`src/design/lsma_pkg.sv`:
```
// ----------------------------------------------------------------------------
// lsma_pkg
// Shared constants for the light-sample moving average: field widths, the
// fixed-point scale, the configuration reset value and the queue depth.
// ----------------------------------------------------------------------------
package lsma_pkg;

  // Field widths fixed by the interface.
  localparam int unsigned SAMPLE_W = 10;
  localparam int unsigned AVG_W    = 26;
  localparam int unsigned CFG_W    = 8;

  // Scaled light value is sample * 200; the mean carries 8 fraction bits.
  localparam int unsigned SCALE_W   = 8;
  localparam logic [SCALE_W-1:0] SCALE = 8'd200;
  localparam int unsigned FRAC_BITS = 8;

  // Default window length and reset value of the report period.
  localparam int unsigned WINDOW_DEF = 16;
  localparam logic [CFG_W-1:0] SEND_EVERY_RST = 8'd1;

  // Entries in the queue between the front and the back.
  localparam int unsigned QUEUE_DEPTH = 2;

endpackage

```
`src/design/lsma_queue.sv`:
```
// ----------------------------------------------------------------------------
// lsma_queue
// Small register queue that carries window jobs from the front to the back,
// so that each side can stall on its own.
// ----------------------------------------------------------------------------
module lsma_queue #(
  parameter int unsigned WIDTH = 32
) (
  input  logic             clk_i,
  input  logic             rst_ni,
  input  logic             push_i,
  input  logic [WIDTH-1:0] data_i,
  output logic             full_o,
  input  logic             pop_i,
  output logic [WIDTH-1:0] data_o,
  output logic             empty_o
);
  import lsma_pkg::*;

  localparam int unsigned PTR_W = (QUEUE_DEPTH > 1) ? $clog2(QUEUE_DEPTH) : 1;
  localparam int unsigned CNT_W = $clog2(QUEUE_DEPTH + 1);

  logic [WIDTH-1:0] entry_q [QUEUE_DEPTH];
  logic [PTR_W-1:0] wr_ptr_q, wr_ptr_d;
  logic [PTR_W-1:0] rd_ptr_q, rd_ptr_d;
  logic [CNT_W-1:0] count_q, count_d;
  logic             do_push;
  logic             do_pop;

  assign full_o  = (count_q == CNT_W'(QUEUE_DEPTH));
  assign empty_o = (count_q == '0);
  assign data_o  = entry_q[rd_ptr_q];

  assign do_push = push_i && !full_o;
  assign do_pop  = pop_i && !empty_o;

  // Pointer and occupancy update.
  always_comb begin
    wr_ptr_d = wr_ptr_q;
    rd_ptr_d = rd_ptr_q;
    count_d  = count_q;
    if (do_push) begin
      wr_ptr_d = (wr_ptr_q == PTR_W'(QUEUE_DEPTH - 1)) ? '0 : wr_ptr_q + 1'b1;
    end
    if (do_pop) begin
      rd_ptr_d = (rd_ptr_q == PTR_W'(QUEUE_DEPTH - 1)) ? '0 : rd_ptr_q + 1'b1;
    end
    if (do_push && !do_pop) begin
      count_d = count_q + 1'b1;
    end else if (do_pop && !do_push) begin
      count_d = count_q - 1'b1;
    end
  end

  always_ff @(posedge clk_i or negedge rst_ni) begin
    if (!rst_ni) begin
      wr_ptr_q <= '0;
      rd_ptr_q <= '0;
      count_q  <= '0;
    end else begin
      wr_ptr_q <= wr_ptr_d;
      rd_ptr_q <= rd_ptr_d;
      count_q  <= count_d;
    end
  end

  // Entry storage needs no reset; the count guards every read.
  always_ff @(posedge clk_i) begin
    if (do_push) begin
      entry_q[wr_ptr_q] <= data_i;
    end
  end

endmodule

```
`src/design/lsma_front.sv`:
```
// ----------------------------------------------------------------------------
// lsma_front
// Accepts samples, keeps the sample ring, running sum, fill count and report
// period, and hands one job (sum, fill count, report flag) per sample to the
// queue.
// ----------------------------------------------------------------------------
module lsma_front #(
  parameter int unsigned WINDOW = lsma_pkg::WINDOW_DEF,
  localparam int unsigned FILL_W = $clog2(WINDOW + 1),
  localparam int unsigned SUM_W  = lsma_pkg::SAMPLE_W + FILL_W,
  localparam int unsigned JOB_W  = 1 + FILL_W + SUM_W
) (
  input  logic                          clk_i,
  input  logic                          rst_ni,
  // Sample input.
  input  logic                          push,
  output logic                          full,
  input  logic [lsma_pkg::SAMPLE_W-1:0] sample_i,
  // Configuration write.
  input  logic                          cfg_valid_i,
  output logic                          cfg_ready_o,
  input  logic [lsma_pkg::CFG_W-1:0]    cfg_data_i,
  // Job queue.
  output logic                          q_push_o,
  output logic [JOB_W-1:0]              q_data_o,
  input  logic                          q_full_i
);
  import lsma_pkg::*;

  localparam int unsigned SLOT_W = (WINDOW > 1) ? $clog2(WINDOW) : 1;

  // Front states.
  localparam logic ST_IDLE = 1'b0;
  localparam logic ST_UPD  = 1'b1;

  logic                state_q, state_d;
  logic [SAMPLE_W-1:0] ring_mem [WINDOW];
  logic [SAMPLE_W-1:0] old_q;
  logic [SAMPLE_W-1:0] sample_q;
  logic [SLOT_W-1:0]   slot_q, slot_d;
  logic [FILL_W-1:0]   fill_q, fill_d;
  logic [SUM_W-1:0]    sum_q, sum_d;
  logic [CFG_W-1:0]    period_q, period_d;
  logic [CFG_W-1:0]    send_every_q;
  logic [CFG_W-1:0]    period_inc;
  logic                window_full;
  logic                report;
  logic                accept;

  // A sample is taken only when the front is idle and the queue has room;
  // the queue can only drain before the job is pushed in the next cycle.
  assign full        = (state_q != ST_IDLE) || q_full_i;
  assign accept      = push && !full;
  assign cfg_ready_o = 1'b1;

  assign window_full = (fill_q == FILL_W'(WINDOW));
  assign period_inc  = period_q + 1'b1;
  assign report      = (period_inc >= send_every_q);

  // Window and period update, done in the cycle after the ring read.
  always_comb begin
    state_d  = state_q;
    slot_d   = slot_q;
    fill_d   = fill_q;
    sum_d    = sum_q;
    period_d = period_q;
    q_push_o = 1'b0;
    case (state_q)
      ST_IDLE: begin
        if (accept) begin
          state_d = ST_UPD;
        end
      end
      ST_UPD: begin
        q_push_o = 1'b1;
        if (window_full) begin
          sum_d = sum_q - SUM_W'(old_q) + SUM_W'(sample_q);
        end else begin
          sum_d  = sum_q + SUM_W'(sample_q);
          fill_d = fill_q + 1'b1;
        end
        slot_d   = (slot_q == SLOT_W'(WINDOW - 1)) ? '0 : slot_q + 1'b1;
        period_d = report ? '0 : period_inc;
        state_d  = ST_IDLE;
      end
      default: begin
        state_d = ST_IDLE;
      end
    endcase
  end

  assign q_data_o = {report, fill_d, sum_d};

  always_ff @(posedge clk_i or negedge rst_ni) begin
    if (!rst_ni) begin
      state_q      <= ST_IDLE;
      slot_q       <= '0;
      fill_q       <= '0;
      sum_q        <= '0;
      period_q     <= '0;
      send_every_q <= SEND_EVERY_RST;
    end else begin
      state_q  <= state_d;
      slot_q   <= slot_d;
      fill_q   <= fill_d;
      sum_q    <= sum_d;
      period_q <= period_d;
      if (cfg_valid_i && cfg_ready_o) begin
        send_every_q <= cfg_data_i;
      end
    end
  end

  // Hold the accepted sample for the update cycle.
  always_ff @(posedge clk_i) begin
    if (accept) begin
      sample_q <= sample_i;
    end
  end

  // Sample ring: read the oldest slot on accept, write the new sample in the
  // update cycle. The oldest slot is read only once the window is full.
  always_ff @(posedge clk_i) begin
    if (accept && window_full) begin
      old_q <= ring_mem[slot_q];
    end
    if (state_q == ST_UPD) begin
      ring_mem[slot_q] <= sample_q;
    end
  end

endmodule

```
`src/design/lsma_back.sv`:
```
// ----------------------------------------------------------------------------
// lsma_back
// Takes window jobs from the queue, scales the sum to Q8 and divides it by
// the fill count with a one-bit-per-cycle restoring divider, then holds the
// result in an output register until it is popped.
// ----------------------------------------------------------------------------
module lsma_back #(
  parameter int unsigned WINDOW = lsma_pkg::WINDOW_DEF,
  localparam int unsigned FILL_W = $clog2(WINDOW + 1),
  localparam int unsigned SUM_W  = lsma_pkg::SAMPLE_W + FILL_W,
  localparam int unsigned JOB_W  = 1 + FILL_W + SUM_W
) (
  input  logic                       clk_i,
  input  logic                       rst_ni,
  // Job queue.
  input  logic                       q_empty_i,
  input  logic [JOB_W-1:0]           q_data_i,
  output logic                       q_pop_o,
  // Result output.
  output logic                       empty,
  input  logic                       pop,
  output logic [lsma_pkg::AVG_W-1:0] average_q8_o,
  output logic                       report_o
);
  import lsma_pkg::*;

  localparam int unsigned PROD_W = SUM_W + SCALE_W;
  localparam int unsigned DIV_W  = PROD_W + FRAC_BITS;
  localparam int unsigned CNT_W  = $clog2(DIV_W);

  // Back states.
  localparam logic [1:0] ST_IDLE = 2'd0;
  localparam logic [1:0] ST_DIV  = 2'd1;
  localparam logic [1:0] ST_DONE = 2'd2;

  logic [1:0]        state_q, state_d;
  logic [DIV_W-1:0]  quo_q, quo_d;
  logic [FILL_W-1:0] rem_q, rem_d;
  logic [FILL_W-1:0] divisor_q;
  logic [CNT_W-1:0]  cnt_q, cnt_d;
  logic              job_report_q;
  logic [AVG_W-1:0]  avg_q;
  logic              report_q;
  logic              out_valid_q, out_valid_d;
  logic [SUM_W-1:0]  job_sum;
  logic [FILL_W-1:0] job_fill;
  logic [PROD_W-1:0] product;
  logic [FILL_W:0]   rem_shift;
  logic [FILL_W:0]   rem_diff;
  logic              quo_bit;
  logic              load;
  logic              finish;
  logic              out_pop;

  assign job_sum  = q_data_i[SUM_W-1:0];
  assign job_fill = q_data_i[SUM_W +: FILL_W];
  assign product  = PROD_W'(job_sum) * PROD_W'(SCALE);

  // One restoring step: shift in the next dividend bit and try to subtract.
  assign rem_shift = {rem_q, quo_q[DIV_W-1]};
  assign rem_diff  = rem_shift - {1'b0, divisor_q};
  assign quo_bit   = (rem_shift >= {1'b0, divisor_q});

  assign out_pop = pop && !empty;
  assign empty   = !out_valid_q;
  assign load    = (state_q == ST_IDLE) && !q_empty_i;
  assign finish  = (state_q == ST_DONE) && (!out_valid_q || out_pop);
  assign q_pop_o = load;

  // Divider sequencing.
  always_comb begin
    state_d = state_q;
    quo_d   = quo_q;
    rem_d   = rem_q;
    cnt_d   = cnt_q;
    case (state_q)
      ST_IDLE: begin
        if (load) begin
          quo_d   = {product, FRAC_BITS'(0)};
          rem_d   = '0;
          cnt_d   = CNT_W'(DIV_W - 1);
          state_d = ST_DIV;
        end
      end
      ST_DIV: begin
        quo_d = {quo_q[DIV_W-2:0], quo_bit};
        rem_d = quo_bit ? rem_diff[FILL_W-1:0] : rem_shift[FILL_W-1:0];
        cnt_d = cnt_q - 1'b1;
        if (cnt_q == '0) begin
          state_d = ST_DONE;
        end
      end
      ST_DONE: begin
        if (finish) begin
          state_d = ST_IDLE;
        end
      end
      default: begin
        state_d = ST_IDLE;
      end
    endcase
  end

  // Output register is freed by a pop and refilled when a quotient is done.
  always_comb begin
    out_valid_d = out_valid_q;
    if (out_pop) begin
      out_valid_d = 1'b0;
    end
    if (finish) begin
      out_valid_d = 1'b1;
    end
  end

  always_ff @(posedge clk_i or negedge rst_ni) begin
    if (!rst_ni) begin
      state_q     <= ST_IDLE;
      cnt_q       <= '0;
      out_valid_q <= 1'b0;
    end else begin
      state_q     <= state_d;
      cnt_q       <= cnt_d;
      out_valid_q <= out_valid_d;
    end
  end

  // Datapath registers.
  always_ff @(posedge clk_i) begin
    quo_q <= quo_d;
    rem_q <= rem_d;
    if (load) begin
      divisor_q    <= job_fill;
      job_report_q <= q_data_i[JOB_W-1];
    end
    if (finish) begin
      avg_q    <= quo_q[AVG_W-1:0];
      report_q <= job_report_q;
    end
  end

  assign average_q8_o = avg_q;
  assign report_o     = report_q;

endmodule

```
`src/design/light_sample_moving_average.sv`:
```
// ----------------------------------------------------------------------------
// light_sample_moving_average
// Boxcar moving average of light-sensor samples scaled by 200, reported as
// unsigned Q8 over the samples held so far, with a periodic report flag.
//
//   Channel   Handshake               Payload
//   -------   ---------------------   ----------------------------------
//   sample    push / full             sample_i[9:0]
//   result    empty / pop             average_q8_o[25:0], report_o
//   config    cfg_valid_i / cfg_ready_o   cfg_data_i[7:0] (send_every)
//
// The front takes one sample at a time (ring read, then update). The back
// loads a job, runs the serial divide and hands the quotient to the output
// register before it loads the next, so the serial divider sets the rate.
// Reset clears all control state and the running sum at once; the sample ring
// has no reset and no clearing pass. A two-entry queue between front and back
// and the output register let either side stall without losing a request.
// ----------------------------------------------------------------------------
module light_sample_moving_average #(
  parameter int unsigned WINDOW = lsma_pkg::WINDOW_DEF
) (
  input  logic                          clk_i,
  input  logic                          rst_ni,
  // Sample queue side.
  input  logic                          push,
  output logic                          full,
  input  logic [lsma_pkg::SAMPLE_W-1:0] sample_i,
  // Result queue side.
  output logic                          empty,
  input  logic                          pop,
  output logic [lsma_pkg::AVG_W-1:0]    average_q8_o,
  output logic                          report_o,
  // Configuration write.
  input  logic                          cfg_valid_i,
  output logic                          cfg_ready_o,
  input  logic [lsma_pkg::CFG_W-1:0]    cfg_data_i
);
  import lsma_pkg::*;

  localparam int unsigned FILL_W = $clog2(WINDOW + 1);
  localparam int unsigned SUM_W  = SAMPLE_W + FILL_W;
  localparam int unsigned JOB_W  = 1 + FILL_W + SUM_W;

  logic             q_push;
  logic             q_full;
  logic [JOB_W-1:0] q_wdata;
  logic             q_pop;
  logic             q_empty;
  logic [JOB_W-1:0] q_rdata;

  // Front: sample intake, ring store and window bookkeeping.
  lsma_front #(
    .WINDOW (WINDOW)
  ) u_front (
    .clk_i       (clk_i),
    .rst_ni      (rst_ni),
    .push        (push),
    .full        (full),
    .sample_i    (sample_i),
    .cfg_valid_i (cfg_valid_i),
    .cfg_ready_o (cfg_ready_o),
    .cfg_data_i  (cfg_data_i),
    .q_push_o    (q_push),
    .q_data_o    (q_wdata),
    .q_full_i    (q_full)
  );

  // Job queue between the two sides.
  lsma_queue #(
    .WIDTH (JOB_W)
  ) u_queue (
    .clk_i   (clk_i),
    .rst_ni  (rst_ni),
    .push_i  (q_push),
    .data_i  (q_wdata),
    .full_o  (q_full),
    .pop_i   (q_pop),
    .data_o  (q_rdata),
    .empty_o (q_empty)
  );

  // Back: scaling, serial division and result register.
  lsma_back #(
    .WINDOW (WINDOW)
  ) u_back (
    .clk_i        (clk_i),
    .rst_ni       (rst_ni),
    .q_empty_i    (q_empty),
    .q_data_i     (q_rdata),
    .q_pop_o      (q_pop),
    .empty        (empty),
    .pop          (pop),
    .average_q8_o (average_q8_o),
    .report_o     (report_o)
  );

  // The front never pushes a job into a full queue.
  assert property (@(posedge clk_i) disable iff (!rst_ni) !(q_push && q_full))
    else $error("job pushed into a full queue");

  // The back never pops an empty queue.
  assert property (@(posedge clk_i) disable iff (!rst_ni) !(q_pop && q_empty))
    else $error("job popped from an empty queue");

  // An accepted sample keeps the front busy for its update cycle.
  assert property (@(posedge clk_i) disable iff (!rst_ni) (push && !full) |=> full)
    else $error("front accepted a sample during its update cycle");

  // An accepted sample produces a job push on the next cycle.
  assert property (@(posedge clk_i) disable iff (!rst_ni) (push && !full) |=> q_push)
    else $error("accepted sample did not produce a job");

endmodule
```
`config.mk`:
```
export PLATFORM = sky130hd
export DESIGN_NAME = light_sample_moving_average
export DESIGN_NICKNAME = d
export VERILOG_FILES = /design/src/design/lsma_pkg.sv /design/src/design/lsma_queue.sv /design/src/design/lsma_front.sv /design/src/design/lsma_back.sv /design/src/design/light_sample_moving_average.sv
export SDC_FILE = /design/constraint.sdc
export NUM_CORES = 1
export LEC_CHECK = 0
export ABC_AREA = 1
export ABC_CLOCK_PERIOD_IN_PS = 10900
export BUFFER_PORTS_ARGS = -buffer_cell sky130_fd_sc_hd__buf_2
export CAP_MARGIN = 20
export CORE_ASPECT_RATIO = 1.25
export CORE_UTILIZATION = 37
export DETAILED_ROUTE_END_ITERATION = 12
export PLACE_DENSITY_LB_ADDON = 0.25
export SETUP_SLACK_MARGIN = 0.2
export SKIP_LAST_GASP = 1
export SYNTH_ARGS = -nofsm -noshare
export SYNTH_HDL_FRONTEND = slang
export SYNTH_SLANG_ARGS = --single-unit
```
`constraint.sdc`:
```
create_clock -name clk_i -period 10.9 [get_ports clk_i]
set_input_delay 2.725 -clock clk_i [delete_from_list [all_inputs] [get_ports clk_i]]
set_output_delay 2.725 -clock clk_i [all_outputs]
set_load 0.005 [all_outputs]
```
==> impl_metrics.toml <==
[worst_setup_path]
critical_path_class = "register to output pin"
r2r-start = "u_queue.rd_ptr_q$_DFFE_PN0P_"
cp_max_fo = 45
critical_path_sink = "full"
worstReg2RegEnd = "u_back.quo_q[30]$_DFFE_PP_"
crit_path_start_kind = "register"
critPathArrivalTime_ns = 2.37
worst_r2r_path_depth = 17
critical_path.startpoint = "u_front.state_q$_DFF_PN0_"
r2r_setup_slack_ns = 6.34
category_of_the_worst_setup_path_capture_point = "output pin"
cp.required_ns = 8.18

[floorplan]
coreArea_sq_mm = 0.0454
die_h_microns = 243
floorplan.initialDensity_pct = 37.7
io-pin-count = 53
die_w_microns = 194
fp-row-count = 87
design.die.area_sq_mm = 0.0472

[cts]
numCtsBuffers = 36
clk_pin_slew_worst_paths_ns = 0.06
cts_post_setup_buffers_inserted = 0
clock_path_buffers = 3
cts_root_buffer = "sky130_fd_sc_hd__clkbuf_16"
cts_resized = 0
htreeDepth = 2
clock_tree_from_tritoncts = "built"
clkLatencyLatePin_ns = 0.55
cts_hold_repair.buffers = 0
cts_num_sinks = 344

[route]
vias = 11429
via_per_inst = 4.91
drtAntennaViolNets = 0
drt_pass1_iterations = 4
route.detailed.drc = 0
drt_iter0_markers = 598
drt_wl_total_microns = 36700
route.detailed.wl_per_inst_microns = 15.8

[finish]
nets = 1870
antenna_cells = 0
finish.cell_count_without_fillers = 2330
layout-area-overhead-vs-synth_pct = 12.1
drive_above_1_share_pct = 8.79

[timing]
finalCriticalPeriod_ns = 5.10
skew_final_ns = 0.0224
clock.fmax_ghz = 0.196
worst_slew_pin_slew_ns = 1.04
slew_headroom_pct = 30.3
rsz0062_at_grt = "false"
final_hold_viol_count = 0
number_of_setup_violations_in_the_final_report = 0
final_max_slew_viol_count = 0
tns_ns = 0
post-route-period-util_pct = 46.8

[yosys]
synth.cell_area_sq_mm = 0.0171
ys.warnings.count = 0
synth_top_flop_cell = "sky130_fd_sc_hd__edfxtp_1"
synth_edf_count = 291
synth_seq_area_share_pct = 58.8
synthArstFlopShare_pct = 15.4
postSynthCellCount = 1667
syn_area_per_cell_sq_um = 10.3
syn_nets = 1812
ys_types = 44
ys_seq_elements = 344

[global_routing]
pin_count_of_the_biggest_net_entering_global_routing = 85
initial_antenna_violation_count = 0
grt_pass1_wl_microns = 59700
grt.overflow.total = 0
grt_util_all_layers_pct = 16.0
grt_pass1_vias = 11356

[placed_design]
port-buffer-count = 51
placed_cells_incl_taps = 2263
half_perimeter_wire_length_of_the_detailed_placement_result_microns = 25300
routabilityCongestion = 0.832

[min_path]
worstHoldPathType = "register to register"

[status]
run_status = "completed"

[run]
max-cap-violations = 0
==> cell families (layout without fill, tap and decap cells) <==
logic type	after synthesis	in the layout	synth area share, %
and+or+nand+nor	643	643	15.7
DFF	344	344	58.8
buffers and inverters	281	366	6.24
AOI/OAI and AO/OA	242	242	7.65
adders and majority gates	122	122	9.88
xor gates and xnor gates	33	33	1.69
other	1	1	0.0219
muxes	1	1	0.0657
==> critical path, stage by stage, from the launching register on <==
cell                      delay (ns)
sky130_fd_sc_hd__dfrtp_1        0.35
sky130_fd_sc_hd__buf_4          0.27
sky130_fd_sc_hd__inv_1          0.58
sky130_fd_sc_hd__o21ai_0        0.37
sky130_fd_sc_hd__buf_2          0.24
==> cells in the final DEF, fill, tap and decap left out, types with 42 or more instances in the layout <==
cell type                  synthesis  final
sky130_fd_sc_hd__nand2_1         341    341
sky130_fd_sc_hd__edfxtp_1        291    291
sky130_fd_sc_hd__inv_1           224    224
sky130_fd_sc_hd__nor2_1          158    156
sky130_fd_sc_hd__o21ai_0         136    136
sky130_fd_sc_hd__ha_1            100    100
sky130_fd_sc_hd__nand3_1          89     89
sky130_fd_sc_hd__buf_2             9     51
sky130_fd_sc_hd__dfrtp_1          52     51
sky130_fd_sc_hd__a21oi_1          42     42
sky130_fd_sc_hd__o22ai_1          42     42
==> cell type report <==
type	count	area (sq um)
Multi-Input combinational cell	1042	6000
Tap cell	578	723
Inverter	230	863
Clock inverter	23	189
Timing Repair Buffer	71	419
Fill cell	4324	26200
Clock buffer	42	933
Sequential cell	344	10100
==> how the worst min path moves through the flow <==
stage | start | cells past startpoint | end
after floorplan | u_back.job_report_q$_DFFE_PP_ | 0 | u_back.report_o$_DFFE_PP_
after global placement | u_back.quo_q[3]$_SDFFCE_PN0P_ | 0 | u_back.average_q8_o[3]$_DFFE_PP_
after detailed placement | u_back.quo_q[24]$_DFFE_PP_ | 0 | u_back.average_q8_o[24]$_DFFE_PP_
after CTS | u_back.quo_q[3]$_SDFFCE_PN0P_ | 0 | u_back.average_q8_o[3]$_DFFE_PP_
after global routing | u_back.quo_q[3]$_SDFFCE_PN0P_ | 0 | u_back.average_q8_o[3]$_DFFE_PP_
final | u_back.quo_q[3]$_SDFFCE_PN0P_ | 0 | u_back.average_q8_o[3]$_DFFE_PP_
==> layer usage <==
metal | share of wire (%) | GRT usage [%] | up-vias
li1 | - | - | 5738
met1 | 43 | 19.3 | 5422
met2 | 49 | 28.1 | 203
met3 | 3.8 | 2.88 | 66
met4 | 3.4 | 6.40 | 0
met5 | 0 | 0 | -
==> registers in the layout (all words and copies together), names as in the netlist <==
signal                cells
u_front.ring_mem        160
u_queue.entry_q          42
u_back.quo_q             31
u_back.average_q8_o      26
u_front.sum_q            15
u_front.old_q            10
u_front.sample_q         10
u_front.period_q          8
u_front.send_every_q      8
u_back.cnt_q              5
u_back.divisor_q          5
u_back.rem_q              5
u_front.fill_q            5
u_front.slot_q            4
u_back.state_q            2
u_queue.count_q           2
u_back.job_report_q       1
u_back.out_valid_q        1
u_back.report_o           1
u_front.state_q           1
u_queue.rd_ptr_q          1
u_queue.wr_ptr_q          1
==> through the flow <==
stage                     hold WS (ns)  instance area, sq um  worst slack [ns]  util (%)
final                            0.445                 19200              5.80      42.3
after floorplan                  0.400                 17100              6.56         -
after global routing             0.460                 19200              5.61      42.3
after CTS                        0.448                 19200              5.75      42.2
after detailed placement         0.437                 18000              6.26      39.8
after global placement           0.436                 18000              6.34      39.8
==> synthesized netlist by cell type (all sizes together) (2+ instances only) <==
library cell,n,share of area (%)
or2,11,0.42
o21ai,137,4.0
buf,14,0.39
o221ai,2,0.10
fa,22,2.6
clkbuf,37,0.81
a31oi,8,0.29
nand2,344,7.6
o21bai,4,0.18
xor2,19,0.97
nand3b,5,0.22
nand3,90,2.7
a21oi,42,1.2
o22ai,42,1.5
inv,229,5.0
xnor2,14,0.72
ha,100,7.3
edfxtp,291,51
nand4,22,0.80
nor2,160,3.6
nor3,10,0.36
dfrtp,52,7.6
Power is not shown: default switching activity piles up to over one toggle a cycle in this logic, so the estimate is an artifact.
